===== src/rtl/core/acf_pkg.sv =====
// Shared types and constants of the ASCII stream chunk framer.
// Used by acf_front, acf_queue, acf_back and ascii_stream_chunk_framer.
// Depends on nothing.
package acf_pkg;

    // Input opcodes carried on s_tuser.
    localparam logic [1:0] OP_START = 2'd0;
    localparam logic [1:0] OP_DATA  = 2'd1;
    localparam logic [1:0] OP_END   = 2'd2;

    // Configuration register indexes.
    localparam logic CFG_STREAM_ID     = 1'b0;
    localparam logic CFG_MAX_FRAME_LEN = 1'b1;

    // Reset values of the configuration registers.
    localparam logic [9:0] STREAM_ID_RESET     = 10'd1;
    localparam logic [7:0] MAX_FRAME_LEN_RESET = 8'd64;

    // Header lengths and the modulus of printed numbers.
    localparam logic [7:0] HDR_START_LEN = 8'd5;
    localparam logic [7:0] HDR_CONT_LEN  = 8'd8;
    localparam logic [9:0] NUM_MOD       = 10'd1000;

    // ASCII characters of the headers.
    localparam logic [7:0] CHAR_TILDE = 8'h7E;
    localparam logic [7:0] CHAR_S     = 8'h53;
    localparam logic [7:0] CHAR_C     = 8'h43;
    localparam logic [7:0] CHAR_E     = 8'h45;
    localparam logic [7:0] CHAR_ZERO  = 8'h30;

    // Depth of the command queue between front and back.
    localparam int QUEUE_DEPTH = 4;
    localparam int QUEUE_PTR_W = $clog2(QUEUE_DEPTH);

    typedef logic [3:0] digit_t;

    // Three decimal digits, hundreds first.
    typedef struct packed {
        digit_t d2;
        digit_t d1;
        digit_t d0;
    } num3_t;

    // Kind of work the back end carries out for one accepted item.
    typedef enum logic [4:0] {
        K_ERR   = 5'b00001,
        K_START = 5'b00010,
        K_CONT  = 5'b00100,
        K_DATA  = 5'b01000,
        K_END   = 5'b10000
    } kind_t;

    // One queued command.
    typedef struct packed {
        kind_t      kind;
        num3_t      seq;
        logic [7:0] data;
        logic       fend;
    } cmd_t;

    // Decimal increment of a three-digit counter, 999 wraps to 000.
    function automatic num3_t num3_inc(input num3_t v);
        num3_t r;
        r = v;
        if (v.d0 == 4'd9) begin
            r.d0 = 4'd0;
            if (v.d1 == 4'd9) begin
                r.d1 = 4'd0;
                r.d2 = (v.d2 == 4'd9) ? 4'd0 : v.d2 + 4'd1;
            end else begin
                r.d1 = v.d1 + 4'd1;
            end
        end else begin
            r.d0 = v.d0 + 4'd1;
        end
        return r;
    endfunction

    // ASCII code of one decimal digit.
    function automatic logic [7:0] digit_char(input digit_t d);
        return CHAR_ZERO | {4'd0, d};
    endfunction

endpackage


===== src/rtl/core/ascii_stream_chunk_framer.sv =====
// Top level of the ASCII stream chunk framer.
// Depends on acf_pkg, acf_front, acf_queue and acf_back.
//
// Usage:
// The slave channel takes one item per transfer: s_tuser is the opcode
// (start, data byte, end), s_tdata the payload byte and s_tlast the end of
// a write. The master channel gives one link byte per transfer on m_tdata,
// with m_tlast on the final byte of a frame and m_tuser carrying the
// last-result flag and the error status.
// The front end takes an item whenever the queue is not full and queues one
// command; the back end emits one byte a cycle unless the output stalls,
// so an item's first byte passes through the queue and the output register.
// Data bytes in an open frame pass at one item per cycle when not stalled;
// a start gives 5 bytes, a data byte that opens a frame 9 and an end 8, which
// the 4-entry queue absorbs until it fills. Output byte rate sets throughput.
// When the receiver stalls the output register holds its byte, the queue
// fills and s_tready drops; nothing is lost. Reset clears the sequence to 0,
// closes any frame, sets the stream id to 1 and the frame limit to 64, and
// empties the queue and the output register. The user must write the
// configuration port only while the block is idle; the block does not check.
module ascii_stream_chunk_framer #(
    parameter int FRAME_BUF_BYTES = 256
) (
    input  logic        aclk,
    input  logic        aresetn,
    // Configuration write port.
    input  logic        cfg_wr_en,
    input  logic        cfg_addr,
    input  logic [9:0]  cfg_wdata,
    // Input items.
    input  logic        s_tvalid,
    output logic        s_tready,
    input  logic [7:0]  s_tdata,   // [7:0] data_byte
    input  logic [1:0]  s_tuser,   // [1:0] opcode
    input  logic        s_tlast,   // last_of_write
    // Framed link bytes.
    output logic        m_tvalid,
    input  logic        m_tready,
    output logic [7:0]  m_tdata,   // [7:0] out_byte
    output logic [1:0]  m_tuser,   // [0] run_last, [1] status
    output logic        m_tlast    // frame_end
);

    logic            push_valid;
    acf_pkg::cmd_t   push_cmd;
    logic            queue_full;
    logic            queue_empty;
    logic            pop;
    acf_pkg::cmd_t   head_cmd;
    acf_pkg::num3_t  id_digits;
    logic            run_last;
    logic            status;

    assign m_tuser = {status, run_last};

    // Item classification and frame state.
    acf_front #(
        .FRAME_BUF_BYTES(FRAME_BUF_BYTES)
    ) u_front (
        .aclk       (aclk),
        .aresetn    (aresetn),
        .cfg_wr_en  (cfg_wr_en),
        .cfg_addr   (cfg_addr),
        .cfg_wdata  (cfg_wdata),
        .in_valid   (s_tvalid),
        .in_ready   (s_tready),
        .in_opcode  (s_tuser),
        .in_data    (s_tdata),
        .in_last    (s_tlast),
        .queue_full (queue_full),
        .push_valid (push_valid),
        .push_cmd   (push_cmd),
        .id_digits  (id_digits)
    );

    // Command queue between the two halves.
    acf_queue u_queue (
        .aclk     (aclk),
        .aresetn  (aresetn),
        .push     (push_valid),
        .push_cmd (push_cmd),
        .full     (queue_full),
        .pop      (pop),
        .head_cmd (head_cmd),
        .empty    (queue_empty)
    );

    // Byte expansion and output register.
    acf_back u_back (
        .aclk          (aclk),
        .aresetn       (aresetn),
        .head_cmd      (head_cmd),
        .head_empty    (queue_empty),
        .pop           (pop),
        .id_digits     (id_digits),
        .out_valid     (m_tvalid),
        .out_ready     (m_tready),
        .out_byte      (m_tdata),
        .out_frame_end (m_tlast),
        .out_run_last  (run_last),
        .out_status    (status)
    );

endmodule


===== src/rtl/core/acf_front.sv =====
// Front end of the framer: accepts input transfers, holds the frame state
// and the configuration, and turns each item into one queued command.
// Depends on acf_pkg.
module acf_front #(
    parameter int FRAME_BUF_BYTES = 256
) (
    input  logic             aclk,
    input  logic             aresetn,
    input  logic             cfg_wr_en,
    input  logic             cfg_addr,
    input  logic [9:0]       cfg_wdata,
    input  logic             in_valid,
    output logic             in_ready,
    input  logic [1:0]       in_opcode,
    input  logic [7:0]       in_data,
    input  logic             in_last,
    input  logic             queue_full,
    output logic             push_valid,
    output acf_pkg::cmd_t    push_cmd,
    output acf_pkg::num3_t   id_digits
);

    localparam logic [7:0] LIMIT_CAP = 8'(FRAME_BUF_BYTES - 1);

    logic [7:0]      max_len_reg;
    logic [9:0]      id_mod_reg;
    logic [3:0]      id_hund_reg;
    acf_pkg::num3_t  id_digits_reg;
    acf_pkg::num3_t  seq_reg, seq_next;
    logic            open_reg, open_next;
    logic [7:0]      count_reg, count_next;

    logic [7:0]      limit;
    logic [7:0]      room;
    logic [7:0]      count_new;
    logic            close_now;
    logic            accept;
    acf_pkg::num3_t  seq_inc;
    logic [9:0]      wr_mod;
    logic [6:0]      id_rem;
    logic [3:0]      id_tens;

    assign in_ready = !queue_full;
    assign accept   = in_valid && !queue_full;
    assign id_digits = id_digits_reg;

    // Effective frame limit and the payload room after a continuation header.
    assign limit = (max_len_reg < LIMIT_CAP) ? max_len_reg : LIMIT_CAP;
    assign room  = (limit > acf_pkg::HDR_CONT_LEN) ? limit - acf_pkg::HDR_CONT_LEN : 8'd0;
    assign seq_inc = acf_pkg::num3_inc(seq_reg);

    // Stream id to decimal: reduce mod 1000 and find hundreds at the write,
    // tens and ones in the cycle after.
    assign wr_mod  = (cfg_wdata >= acf_pkg::NUM_MOD) ? cfg_wdata - acf_pkg::NUM_MOD : cfg_wdata;
    assign id_rem  = 7'(id_mod_reg - 10'(id_hund_reg) * 10'd100);
    assign id_tens = 4'((15'(id_rem) * 15'd205) >> 11);

    always_ff @(posedge aclk) begin
        if (!aresetn) begin
            max_len_reg   <= acf_pkg::MAX_FRAME_LEN_RESET;
            id_mod_reg    <= acf_pkg::STREAM_ID_RESET;
            id_hund_reg   <= 4'd0;
            id_digits_reg <= '{d2: 4'd0, d1: 4'd0, d0: 4'd1};
        end else begin
            if (cfg_wr_en && cfg_addr == acf_pkg::CFG_STREAM_ID) begin
                id_mod_reg  <= wr_mod;
                id_hund_reg <= 4'((16'(wr_mod) * 16'd41) >> 12);
            end
            if (cfg_wr_en && cfg_addr == acf_pkg::CFG_MAX_FRAME_LEN) begin
                max_len_reg <= cfg_wdata[7:0];
            end
            id_digits_reg.d2 <= id_hund_reg;
            id_digits_reg.d1 <= id_tens;
            id_digits_reg.d0 <= 4'(id_rem - 7'(id_tens) * 7'd10);
        end
    end

    // Classify the item, build its command and the next frame state.
    always_comb begin
        seq_next       = seq_reg;
        open_next      = open_reg;
        count_next     = count_reg;
        push_valid     = 1'b0;
        push_cmd.kind  = acf_pkg::K_ERR;
        push_cmd.seq   = seq_reg;
        push_cmd.data  = in_data;
        push_cmd.fend  = 1'b0;
        count_new      = open_reg ? count_reg + 8'd1 : 8'd1;
        close_now      = (count_new >= room) || in_last;
        case (in_opcode)
            acf_pkg::OP_START: begin
                seq_next      = '0;
                open_next     = 1'b0;
                count_next    = 8'd0;
                push_valid    = accept;
                push_cmd.kind = (limit < acf_pkg::HDR_START_LEN) ? acf_pkg::K_ERR
                                                                 : acf_pkg::K_START;
            end
            acf_pkg::OP_DATA: begin
                push_valid = accept;
                if (!open_reg && limit <= acf_pkg::HDR_CONT_LEN) begin
                    push_cmd.kind = acf_pkg::K_ERR;
                end else begin
                    push_cmd.kind = open_reg ? acf_pkg::K_DATA : acf_pkg::K_CONT;
                    push_cmd.fend = close_now;
                    if (close_now) begin
                        open_next  = 1'b0;
                        count_next = 8'd0;
                        seq_next   = seq_inc;
                    end else begin
                        open_next  = 1'b1;
                        count_next = count_new;
                    end
                end
            end
            acf_pkg::OP_END: begin
                push_valid = accept;
                if (open_reg) begin
                    seq_next = seq_inc;
                end
                open_next     = 1'b0;
                count_next    = 8'd0;
                push_cmd.seq  = open_reg ? seq_inc : seq_reg;
                push_cmd.kind = (limit < acf_pkg::HDR_CONT_LEN) ? acf_pkg::K_ERR
                                                                : acf_pkg::K_END;
            end
            default: begin
                push_valid = 1'b0;
            end
        endcase
    end

    // Frame state advances only on an accepted transfer.
    always_ff @(posedge aclk) begin
        if (!aresetn) begin
            seq_reg   <= '0;
            open_reg  <= 1'b0;
            count_reg <= 8'd0;
        end else if (accept) begin
            seq_reg   <= seq_next;
            open_reg  <= open_next;
            count_reg <= count_next;
        end
    end

endmodule


===== src/rtl/core/acf_queue.sv =====
// Short command queue that decouples the front end from the back end.
// Depends on acf_pkg.
module acf_queue (
    input  logic           aclk,
    input  logic           aresetn,
    input  logic           push,
    input  acf_pkg::cmd_t  push_cmd,
    output logic           full,
    input  logic           pop,
    output acf_pkg::cmd_t  head_cmd,
    output logic           empty
);

    localparam int PW = acf_pkg::QUEUE_PTR_W;

    acf_pkg::cmd_t       slot_reg [acf_pkg::QUEUE_DEPTH];
    logic [PW-1:0]       wr_ptr_reg;
    logic [PW-1:0]       rd_ptr_reg;
    logic [PW:0]         count_reg;
    logic                do_push;
    logic                do_pop;

    assign full     = (count_reg == (PW + 1)'(acf_pkg::QUEUE_DEPTH));
    assign empty    = (count_reg == '0);
    assign do_push  = push && !full;
    assign do_pop   = pop && !empty;
    assign head_cmd = slot_reg[rd_ptr_reg];

    // Storage has no reset; only the pointers and the fill count do.
    always_ff @(posedge aclk) begin
        if (do_push) begin
            slot_reg[wr_ptr_reg] <= push_cmd;
        end
    end

    always_ff @(posedge aclk) begin
        if (!aresetn) begin
            wr_ptr_reg <= '0;
            rd_ptr_reg <= '0;
            count_reg  <= '0;
        end else begin
            if (do_push) begin
                wr_ptr_reg <= wr_ptr_reg + PW'(1);
            end
            if (do_pop) begin
                rd_ptr_reg <= rd_ptr_reg + PW'(1);
            end
            count_reg <= count_reg + (PW + 1)'(do_push) - (PW + 1)'(do_pop);
        end
    end

endmodule


===== src/rtl/core/acf_back.sv =====
// Back end of the framer: expands each queued command into link bytes,
// one per cycle unless stalled, into a registered output stage.
// Depends on acf_pkg.
module acf_back (
    input  logic            aclk,
    input  logic            aresetn,
    input  acf_pkg::cmd_t   head_cmd,
    input  logic            head_empty,
    output logic            pop,
    input  acf_pkg::num3_t  id_digits,
    output logic            out_valid,
    input  logic            out_ready,
    output logic [7:0]      out_byte,
    output logic            out_frame_end,
    output logic            out_run_last,
    output logic            out_status
);

    logic [3:0]  idx_reg;
    logic        valid_reg;
    logic [7:0]  byte_reg;
    logic        fend_reg;
    logic        rlast_reg;
    logic        status_reg;

    logic        load;
    logic [7:0]  sel_byte;
    logic        sel_fend;
    logic        sel_final;
    logic        sel_status;
    logic [7:0]  hdr_char;

    assign out_valid     = valid_reg;
    assign out_byte      = byte_reg;
    assign out_frame_end = fend_reg;
    assign out_run_last  = rlast_reg;
    assign out_status    = status_reg;

    assign load = !head_empty && (!valid_reg || out_ready);
    assign pop  = load && sel_final;

    // Header byte at the current position: marker, letter, id, sequence.
    always_comb begin
        case (idx_reg)
            4'd0: hdr_char = acf_pkg::CHAR_TILDE;
            4'd1: hdr_char = (head_cmd.kind == acf_pkg::K_START) ? acf_pkg::CHAR_S :
                             (head_cmd.kind == acf_pkg::K_END)   ? acf_pkg::CHAR_E :
                                                                   acf_pkg::CHAR_C;
            4'd2: hdr_char = acf_pkg::digit_char(id_digits.d2);
            4'd3: hdr_char = acf_pkg::digit_char(id_digits.d1);
            4'd4: hdr_char = acf_pkg::digit_char(id_digits.d0);
            4'd5: hdr_char = acf_pkg::digit_char(head_cmd.seq.d2);
            4'd6: hdr_char = acf_pkg::digit_char(head_cmd.seq.d1);
            4'd7: hdr_char = acf_pkg::digit_char(head_cmd.seq.d0);
            default: hdr_char = head_cmd.data;
        endcase
    end

    // Per-kind choice of byte, frame end and the last byte of the item.
    always_comb begin
        sel_byte   = hdr_char;
        sel_fend   = 1'b0;
        sel_final  = 1'b0;
        sel_status = 1'b0;
        case (head_cmd.kind)
            acf_pkg::K_ERR: begin
                sel_byte   = 8'd0;
                sel_final  = 1'b1;
                sel_status = 1'b1;
            end
            acf_pkg::K_START: begin
                sel_final = (idx_reg == 4'd4);
                sel_fend  = sel_final;
            end
            acf_pkg::K_CONT: begin
                sel_final = (idx_reg == 4'd8);
                sel_fend  = sel_final && head_cmd.fend;
            end
            acf_pkg::K_DATA: begin
                sel_byte  = head_cmd.data;
                sel_final = 1'b1;
                sel_fend  = head_cmd.fend;
            end
            acf_pkg::K_END: begin
                sel_final = (idx_reg == 4'd7);
                sel_fend  = sel_final;
            end
            default: begin
                sel_final = 1'b1;
            end
        endcase
    end

    // Output stage payload loads when a command waits and it is free or taken.
    always_ff @(posedge aclk) begin
        if (load) begin
            byte_reg   <= sel_byte;
            fend_reg   <= sel_fend;
            rlast_reg  <= sel_final;
            status_reg <= sel_status;
        end
    end

    always_ff @(posedge aclk) begin
        if (!aresetn) begin
            valid_reg <= 1'b0;
            idx_reg   <= 4'd0;
        end else begin
            if (load) begin
                valid_reg <= 1'b1;
                idx_reg   <= sel_final ? 4'd0 : idx_reg + 4'd1;
            end else if (out_ready) begin
                valid_reg <= 1'b0;
            end
        end
    end

endmodule

===== config.mk =====
export PLATFORM = sky130hd
export DESIGN_NAME = ascii_stream_chunk_framer
export DESIGN_NICKNAME = d
export VERILOG_FILES = /design/src/rtl/core/acf_pkg.sv /design/src/rtl/core/ascii_stream_chunk_framer.sv /design/src/rtl/core/acf_front.sv /design/src/rtl/core/acf_queue.sv /design/src/rtl/core/acf_back.sv
export SDC_FILE = /design/constraint.sdc
export NUM_CORES = 1
export LEC_CHECK = 0
export ABC_AREA = 1
export BUFFER_PORTS_ARGS = -buffer_cell sky130_fd_sc_hd__clkbuf_2
export CORE_UTILIZATION = 26
export DETAILED_ROUTE_END_ITERATION = 6
export PLACE_DENSITY = 0.37
export SLEW_MARGIN = 20
export SYNTH_ARGS = -nofsm -noshare
export SYNTH_HDL_FRONTEND = slang
export SYNTH_HIERARCHICAL = 1
export SYNTH_SLANG_ARGS = --single-unit
export TNS_END_PERCENT = 10

===== constraint.sdc =====
create_clock -name aclk -period 5.9 [get_ports aclk]
set_input_delay 1.18 -clock aclk [delete_from_list [all_inputs] [get_ports aclk]]
set_output_delay 1.18 -clock aclk [all_outputs]
set_load 0.005 [all_outputs]

==> metrics.log, run 1 <==
[metrics] run status: finished, final reports clean
[metrics] initial standard-cell utilization of the core: 26.39%
[metrics] flop2flop setup slack: around 0.53 ns
[metrics] TritonCTS clock tree: yes
[metrics] commonest non-fill, non-tap cell in the layout: sky130_fd_sc_hd__nand2_1
[metrics] Post-Synthesis Net Count: roughly 1,400
[metrics] Root Driver: sky130_fd_sc_hd__clkbuf_16
[metrics] total routing usage reported by global routing: 13.72%
[metrics] portion of the clock cycle consumed by the worst path in the final layout: between 90% and 100%
[metrics] unique cell type count in the Yosys netlist: between 40 and 50
[metrics] setup repair after global routing missed its margin: no
[metrics] Max transition margin: about a third
[metrics] TritonCTS Buffers: 17
[metrics] largest family of logic cells by synthesized area: simple AND/OR/NAND/NOR gates
[metrics] count of cells resized by post-cts repair: 0
[metrics] top cell type by total area after synthesis: sky130_fd_sc_hd__edfxtp_1
[metrics] worst-case clock skew: 0.01284 ns
[metrics] average routed wire per standard cell: ~15 um
[metrics] wirelength, routed: roughly 28,000 um
[metrics] number of endpoints failing setup at the final stage: 0
[metrics] Core Util, Final: a little under 30%
[metrics] overall power after layout: between 0.005 and 0.006 W
[metrics] area added between synthesis and finish: 11.43%
[metrics] TritonRoute pass-1 iters: 5
[metrics] largest cells by area after synthesis: sky130_fd_sc_hd__edfxtp_1 32%, sky130_fd_sc_hd__dfxtp_1 12%, sky130_fd_sc_hd__ha_1 11%
[metrics] critical path start-end classification: flip-flop to flip-flop
[metrics] antenna cells: 0
[metrics] depth of the worst register-to-register path: 26
[metrics] async set-reset flop share out of synthesis: 0%
[metrics] number of buffers inserted by port buffering: 39
[metrics] Crit Reg-Reg Startpoint: u_front/id_hund_reg[0]
[metrics] maximum net fanout on the critical path: 4
[metrics] global placement routability congestion: ~0.77
[metrics] min-delay worst type: flip-flop to flip-flop
[metrics] Crit. End Element: flip-flop
[metrics] Worst-Skew Late Latency: between 0.4 and 0.5 ns
[metrics] number of synthesized flops with an enable pin: around 120
[metrics] depth of the worst hold-timing path: 2
[metrics] top flip-flop cell by instance count after synthesis: sky130_fd_sc_hd__edfxtp_1
[metrics] fraction of post-synthesis cell area in the top cell type by area: between 30% and 40%
[metrics] Vias: about 8,200
[metrics] synthesized area: between 0.01 and 0.015 mm^2
[metrics] sum of net half-perimeters after detailed placement: ~20,000 um
[metrics] standard cell with the maximum stage delay on the critical path: sky130_fd_sc_hd__fa_1
[metrics] required time of the critical path: roughly 6.2 ns
[metrics] synthesized-area fraction occupied by and/or/nand/nor cells: 20.13%
[metrics] first-pass GRT wire length: approximately 44,000 um
[metrics] crit-path max cell delay: between 0.5 and 0.6 ns
[metrics] post-synthesis sequential element count: about 180
[metrics] endpoint with the worst hold slack: u_front/id_digits[10]
[metrics] largest vdd supply drop: 0.1944 mV
[metrics] number of rows in the core area: 74
[metrics] post-layout net count: between 1,000 and 1,500
[metrics] commonest non-fill, non-tap cells in the layout: 229 x sky130_fd_sc_hd__nand2_1, 147 x sky130_fd_sc_hd__inv_1, 140 x sky130_fd_sc_hd__nor2_1, 115 x sky130_fd_sc_hd__edfxtp_1, 107 x sky130_fd_sc_hd__o21ai_0
[metrics] Final Hold Violating Endpoints: 0
[metrics] remaining global-route overflow: 0
[metrics] Setup TNS Final: 0 ns
[metrics] post-synthesis instance total: around 1,300
[metrics] largest net degree at the start of global routing: between 50 and 60
[metrics] vertical extent of the die: ~210 um
[metrics] post-route standard cell area excluding fillers: between 0.01 and 0.015 mm^2
[metrics] multiplexer share of the synthesized area: 0%
[metrics] clock edge transition at the registers on the reported setup and hold paths: 0.07 ns
[metrics] die area: 0.04236 mm^2
[metrics] CTS H-tree depth: 4
[metrics] via count of the first global-routing pass: roughly 7,900
[metrics] CTS Hold Buffers Added: 0
[metrics] Final Max Tran Viols: 0
[metrics] Residual DRC: 0
[metrics] Seq/Total Area, Yosys: ~44%
[metrics] placed inst area: roughly 0.011 mm^2
[metrics] power density over cell area: roughly 430 mW/mm^2
[metrics] post-route ant nets: 0
[metrics] Die X-Extent: around 200 um
[metrics] antenna violations before repair: 0
[metrics] endpoint arrival time on the critical path: approximately 5.7 ns
[metrics] via-per-instance ratio: 4.485
[metrics] arithmetic-cell share of the synthesized area counting full adders, half adders and majority gates: 14.02%
[metrics] total leakage power: between 5 and 6 nW
[metrics] number of flip-flops in the largest register: between 100 and 150
[metrics] synthesized-area fraction occupied by xor and xnor cells: 0.8919%
[metrics] number of clock sinks seen by CTS: between 150 and 200
[metrics] mean instance size in the synthesized netlist: 8.614 um^2
[metrics] DRC violation total after the first TritonRoute iteration: about 360
[metrics] largest buffer count on any clock path: 2
[metrics] warning count from the yosys run: 6
[metrics] Compound-Gate Fraction of Synth Area: between 10 and 15%
[metrics] Top-Level Pins: 40
[metrics] share of cells above drive strength 1: 10.71%
[metrics] Max Cap Violations: 0
[metrics] number of post-CTS setup repair buffers: 0
[metrics] CORE AREA: between 0.04 and 0.05 mm^2
[metrics] Critical Path Start Type: flip-flop
[metrics] final critical-path required period: about 5.4 ns
[metrics] reg-to-reg critical path endpoint: u_front/id_digits[3]
[metrics] timing-limited maximum frequency: approximately 0.19 GHz
[metrics] slew at the pin closest to its max-slew limit: between 0.9 and 1 ns
[metrics] startpoint of the worst hold path: u_front/id_hund_reg[2]
[kinds of logic after synthesis]
kind of cell	count (synthesis)
buffers and inverters	210
AO/OA/AOI/OAI	252
AND/OR/NAND/NOR	488
flip-flops	181
adder cells (fa/ha/maj)	112
XOR/XNOR	11
[per-layer routing]
metal | share of wire [%] | vias up | GRT usage (%)
li1 | - | 4252 | -
met1 | 48 | 3834 | 17.86
met2 | 49 | 72 | 23.79
met3 | 2.1 | 9 | 2.376
met4 | 0.71 | 0 | 2.521
met5 | 0 | - | 0
[cell usage after synthesis (6+ instances only)]
master	number
sky130_fd_sc_hd__nand2_1	229
sky130_fd_sc_hd__inv_1	147
sky130_fd_sc_hd__nor2_1	145
sky130_fd_sc_hd__edfxtp_1	115
sky130_fd_sc_hd__o21ai_0	107
sky130_fd_sc_hd__ha_1	97
sky130_fd_sc_hd__a21oi_1	76
sky130_fd_sc_hd__dfxtp_1	66
sky130_fd_sc_hd__nand3_1	57
sky130_fd_sc_hd__o22ai_1	26
sky130_fd_sc_hd__o21ai_1	23
sky130_fd_sc_hd__inv_2	18
sky130_fd_sc_hd__buf_4	16
sky130_fd_sc_hd__fa_1	15
sky130_fd_sc_hd__buf_2	13
sky130_fd_sc_hd__clkbuf_1	11
sky130_fd_sc_hd__nand4_1	10
sky130_fd_sc_hd__nand2_4	6
sky130_fd_sc_hd__nand3_2	6
sky130_fd_sc_hd__nor2_2	6
sky130_fd_sc_hd__xor2_1	6
[layout make-up]
cell class / instances / area (um^2)
flip-flops and latches: 181 / 4776
fillers: 4431 / 28890
clock inverters: 13 / 131.4
repair buffers: 47 / 255.2
multi-input cells: 863 / 5145
inverters: 167 / 634.4
clock buffers: 18 / 429.2
well taps: 532 / 665.6
[through the flow]
| stage | setup WS (ns) | std cells | hold slack, ns |
|---|---|---|---|
| floorplan | 0.9344 | 1254 | 0.4207 |
| global placement | 0.5817 | 1790 | 0.4551 |
| detailed placement | 0.5108 | 1790 | 0.4574 |
| CTS | 0.5000 | 1821 | 0.4672 |
| global route | 0.1166 | 1821 | 0.4809 |
| finish | 0.5334 | 1821 | 0.4627 |
[critical path, delay by kind of cell (launching register included)]
family	cells	cell delay, ns
fa+ha+maj	8	2.89
simple gates	10	1.09
flops	1	0.40
xor+xnor	2	0.36
compound gates	2	0.33
buf+inv	4	0.22
[how the worst max path moves through the flow]
stage                            from                    to  cells after the start
5_1_grt        u_front/id_hund_reg[0]  u_front/id_digits[3]                     24
4_1_cts        u_front/id_hund_reg[0]  u_front/id_digits[3]                     26
6_report       u_front/id_hund_reg[0]  u_front/id_digits[3]                     26
3_5_place_dp   u_front/id_hund_reg[0]  u_front/id_digits[3]                     26
3_3_place_gp   u_front/id_hund_reg[0]  u_front/id_digits[3]                     26
2_1_floorplan  u_front/id_hund_reg[0]  u_front/id_digits[3]                     26
[report_power, final]
group          total (W)  switching (W)  internal, W
registers        0.00167      0.0000921      0.00158
clock network    0.00111       0.000549     0.000562
logic            0.00242        0.00156     0.000864
Note: power is estimated with default switching activity, not from simulation.
==> run 2: changes to the inputs <==
--- a/config.mk
+++ b/config.mk
@@ -7,8 +7,10 @@
 export LEC_CHECK = 0
 export ABC_AREA = 1
 export BUFFER_PORTS_ARGS = -buffer_cell sky130_fd_sc_hd__clkbuf_2
+export CORE_ASPECT_RATIO = 0.5
 export CORE_UTILIZATION = 26
 export DETAILED_ROUTE_END_ITERATION = 6
+export MAX_ROUTING_LAYER = met4
 export PLACE_DENSITY = 0.37
 export SLEW_MARGIN = 20
 export SYNTH_ARGS = -nofsm -noshare
==> run 2 against run 1 <==
- cell area rose by 0.19%
- maximum frequency up 0.25%
- highest routed layer unchanged
- cell count is 0.44% higher
- largest cell class unchanged
- sequential power about the same
- worst setup slack better by 0.014 ns
- clock power hardly changed
==> metrics.log, run 2 (synthesized netlist as in run 1, its figures left out) <==
[metrics] post-route ant nets: 0
[metrics] maximum net fanout on the critical path: 4
[metrics] via-per-instance ratio: 4.450
[metrics] global placement routability congestion: between 0.8 and 0.9
[metrics] TritonRoute pass-1 iters: 4
[metrics] timing-limited maximum frequency: 0.1868 GHz
[metrics] FILL cells: around 4,300
[metrics] kind of cell with the highest combined delay on the critical path: adder cells
[metrics] antenna violations before repair: 0
[metrics] total routing usage reported by global routing: between 10% and 20%
[metrics] flop2flop setup slack: between 0.5 and 0.6 ns
[metrics] die area: between 0.04 and 0.05 mm^2
[metrics] antenna cells: 0
[metrics] Critical Path Start Type: flip-flop
[metrics] Root Driver: sky130_fd_sc_hd__clkbuf_16
[metrics] number of rows in the core area: between 50 and 60
[metrics] wirelength, routed: roughly 27,000 um
[metrics] Final Hold Violating Endpoints: 0
[metrics] total leakage power: slightly above 5 nW
[metrics] share of cells above drive strength 1: about a tenth
[metrics] required time of the critical path: between 6 and 7 ns
[metrics] reg-to-reg critical path endpoint: u_front/id_digits[3]
[metrics] Top-Level Pins: 40
[metrics] remaining global-route overflow: 0
[metrics] final critical-path required period: between 5 and 6 ns
[metrics] Crit. End Element: flip-flop
[metrics] DRC violation total after the first TritonRoute iteration: 480
[metrics] largest vdd supply drop: between 0.2 and 0.25 mV
[metrics] CTS H-tree depth: 4
[metrics] power density over cell area: roughly 430 mW/mm^2
[metrics] Max Cap Violations: 0
[metrics] TritonCTS Buffers: 17
[metrics] number of endpoints failing setup at the final stage: 0
[metrics] min-delay worst type: flip-flop to flip-flop
[metrics] run status: finished, final reports clean
[metrics] count of cells resized by post-cts repair: 0
[metrics] critical path start-end classification: flip-flop to flip-flop
[metrics] endpoint arrival time on the critical path: around 5.7 ns
[metrics] Residual DRC: 0
[metrics] startpoint of the worst hold path: u_front/count_reg[3]
[metrics] slew at the pin closest to its max-slew limit: between 0.8 and 0.9 ns
[metrics] endpoint with the worst hold slack: u_front/count_reg[3]
[metrics] number of post-CTS setup repair buffers: 0
[metrics] sum of net half-perimeters after detailed placement: between 15,000 and 20,000 um
[metrics] Final Max Tran Viols: 0
[metrics] number of buffers inserted by port buffering: 39
[metrics] largest buffer count on any clock path: 2
[metrics] TritonCTS clock tree: yes
[metrics] worst-case clock skew: roughly 0.011 ns
[metrics] CORE AREA: between 0.04 and 0.05 mm^2
[metrics] depth of the worst register-to-register path: 26
[metrics] Crit Reg-Reg Startpoint: u_front/id_hund_reg[0]
[metrics] standard cell with the maximum stage delay on the critical path: sky130_fd_sc_hd__fa_1
[metrics] number of flip-flops in the largest register: around 100
[metrics] first-pass GRT wire length: between 40,000 and 50,000 um
[metrics] Worst-Skew Late Latency: 0.44 ns
[metrics] commonest non-fill, non-tap cell in the layout: sky130_fd_sc_hd__nand2_1
[metrics] commonest non-fill, non-tap cells in the layout: 229 x sky130_fd_sc_hd__nand2_1, 147 x sky130_fd_sc_hd__inv_1, 141 x sky130_fd_sc_hd__nor2_1, 115 x sky130_fd_sc_hd__edfxtp_1, 107 x sky130_fd_sc_hd__o21ai_0
[metrics] area added between synthesis and finish: 11.64%
[metrics] Vias: 8,139
[metrics] CTS Hold Buffers Added: 0
[metrics] crit-path max cell delay: roughly 0.5 ns
[metrics] vertical extent of the die: ~150 um
[metrics] largest net degree at the start of global routing: 53
[metrics] average routed wire per standard cell: 14.91 um
[metrics] startpoint of the worst setup timing path: u_front/id_hund_reg[0]
[metrics] Buf/Inv on CP: 4
[metrics] via count of the first global-routing pass: approximately 7,900
[metrics] portion of the clock cycle consumed by the worst path in the final layout: between 90% and 100%
[metrics] Max transition margin: 44.00%
[metrics] clock edge transition at the registers on the reported setup and hold paths: roughly 0.070 ns
[metrics] initial standard-cell utilization of the core: about a quarter
[metrics] overall power after layout: between 0.005 and 0.006 W
[metrics] number of clock sinks seen by CTS: about 180
[metrics] depth of the worst hold-timing path: 2
[metrics] Setup TNS Final: 0 ns
[metrics] Die X-Extent: around 290 um
[metrics] setup repair after global routing missed its margin: no
[metrics] post-layout net count: 1,416
## run 2: metrics by stage
stage	worst slack (ns)	cell area, um^2	utilization (%)	instances	hold WS, ns
floorplan	0.9344	10800	-	1254	0.4207
global placement	0.6456	11480	28.24	1798	0.4565
detailed placement	0.5484	11480	28.24	1798	0.4640
CTS	0.5333	12060	29.66	1829	0.4739
global route	0.1560	12060	29.66	1829	0.4900
finish	0.5470	12060	29.66	1829	0.4695
## run 2: final cells by class
type | count | area, um^2 | area share, %
clock buffers | 18 | 429.2 | 3.559
clock inverters | 13 | 146.4 | 1.214
inverters | 167 | 634.4 | 5.260
multi-input cells | 863 | 5142 | 42.64
flip-flops and latches | 181 | 4776 | 39.60
well taps | 540 | 675.6 | 5.603
repair buffers | 47 | 255.2 | 2.117
## run 2: per-layer routing
metal	share of wire (%)	up-vias	wire, um	global-route usage [%]
li1	-	4253	-	-
met4	0.79	0	216	3.218
met2	45	70	12330	21.55
met5	0	-	0	-
met1	52	3801	14100	18.28
met3	2.3	15	630	2.299
## run 2: power breakdown
part / total (W) / leakage, nW / internal, W / switching, W
logic: 0.00239 / 3.26 / 0.000857 / 0.00153
registers: 0.00169 / 1.60 / 0.00158 / 0.000108
clock network: 0.00114 / 0.289 / 0.000630 / 0.000513
total: 0.00522 / 5.15 / 0.00307 / 0.00215
## run 2: tightest hold or removal path: stages, from the launching register on
cell and delay (ns):
sky130_fd_sc_hd__dfxtp_1 0.31, sky130_fd_sc_hd__nand2_1 0.06, sky130_fd_sc_hd__a21oi_1 0.06
## run 2: how the worst max path moves through the flow
stage | to | cells past startpoint
finish | u_front/id_digits[3] | 26
global placement | u_front/id_digits[3] | 26
detailed placement | u_front/id_digits[3] | 26
CTS | u_front/id_digits[3] | 26
global route | u_front/id_digits[3] | 27
floorplan | u_front/id_digits[3] | 26
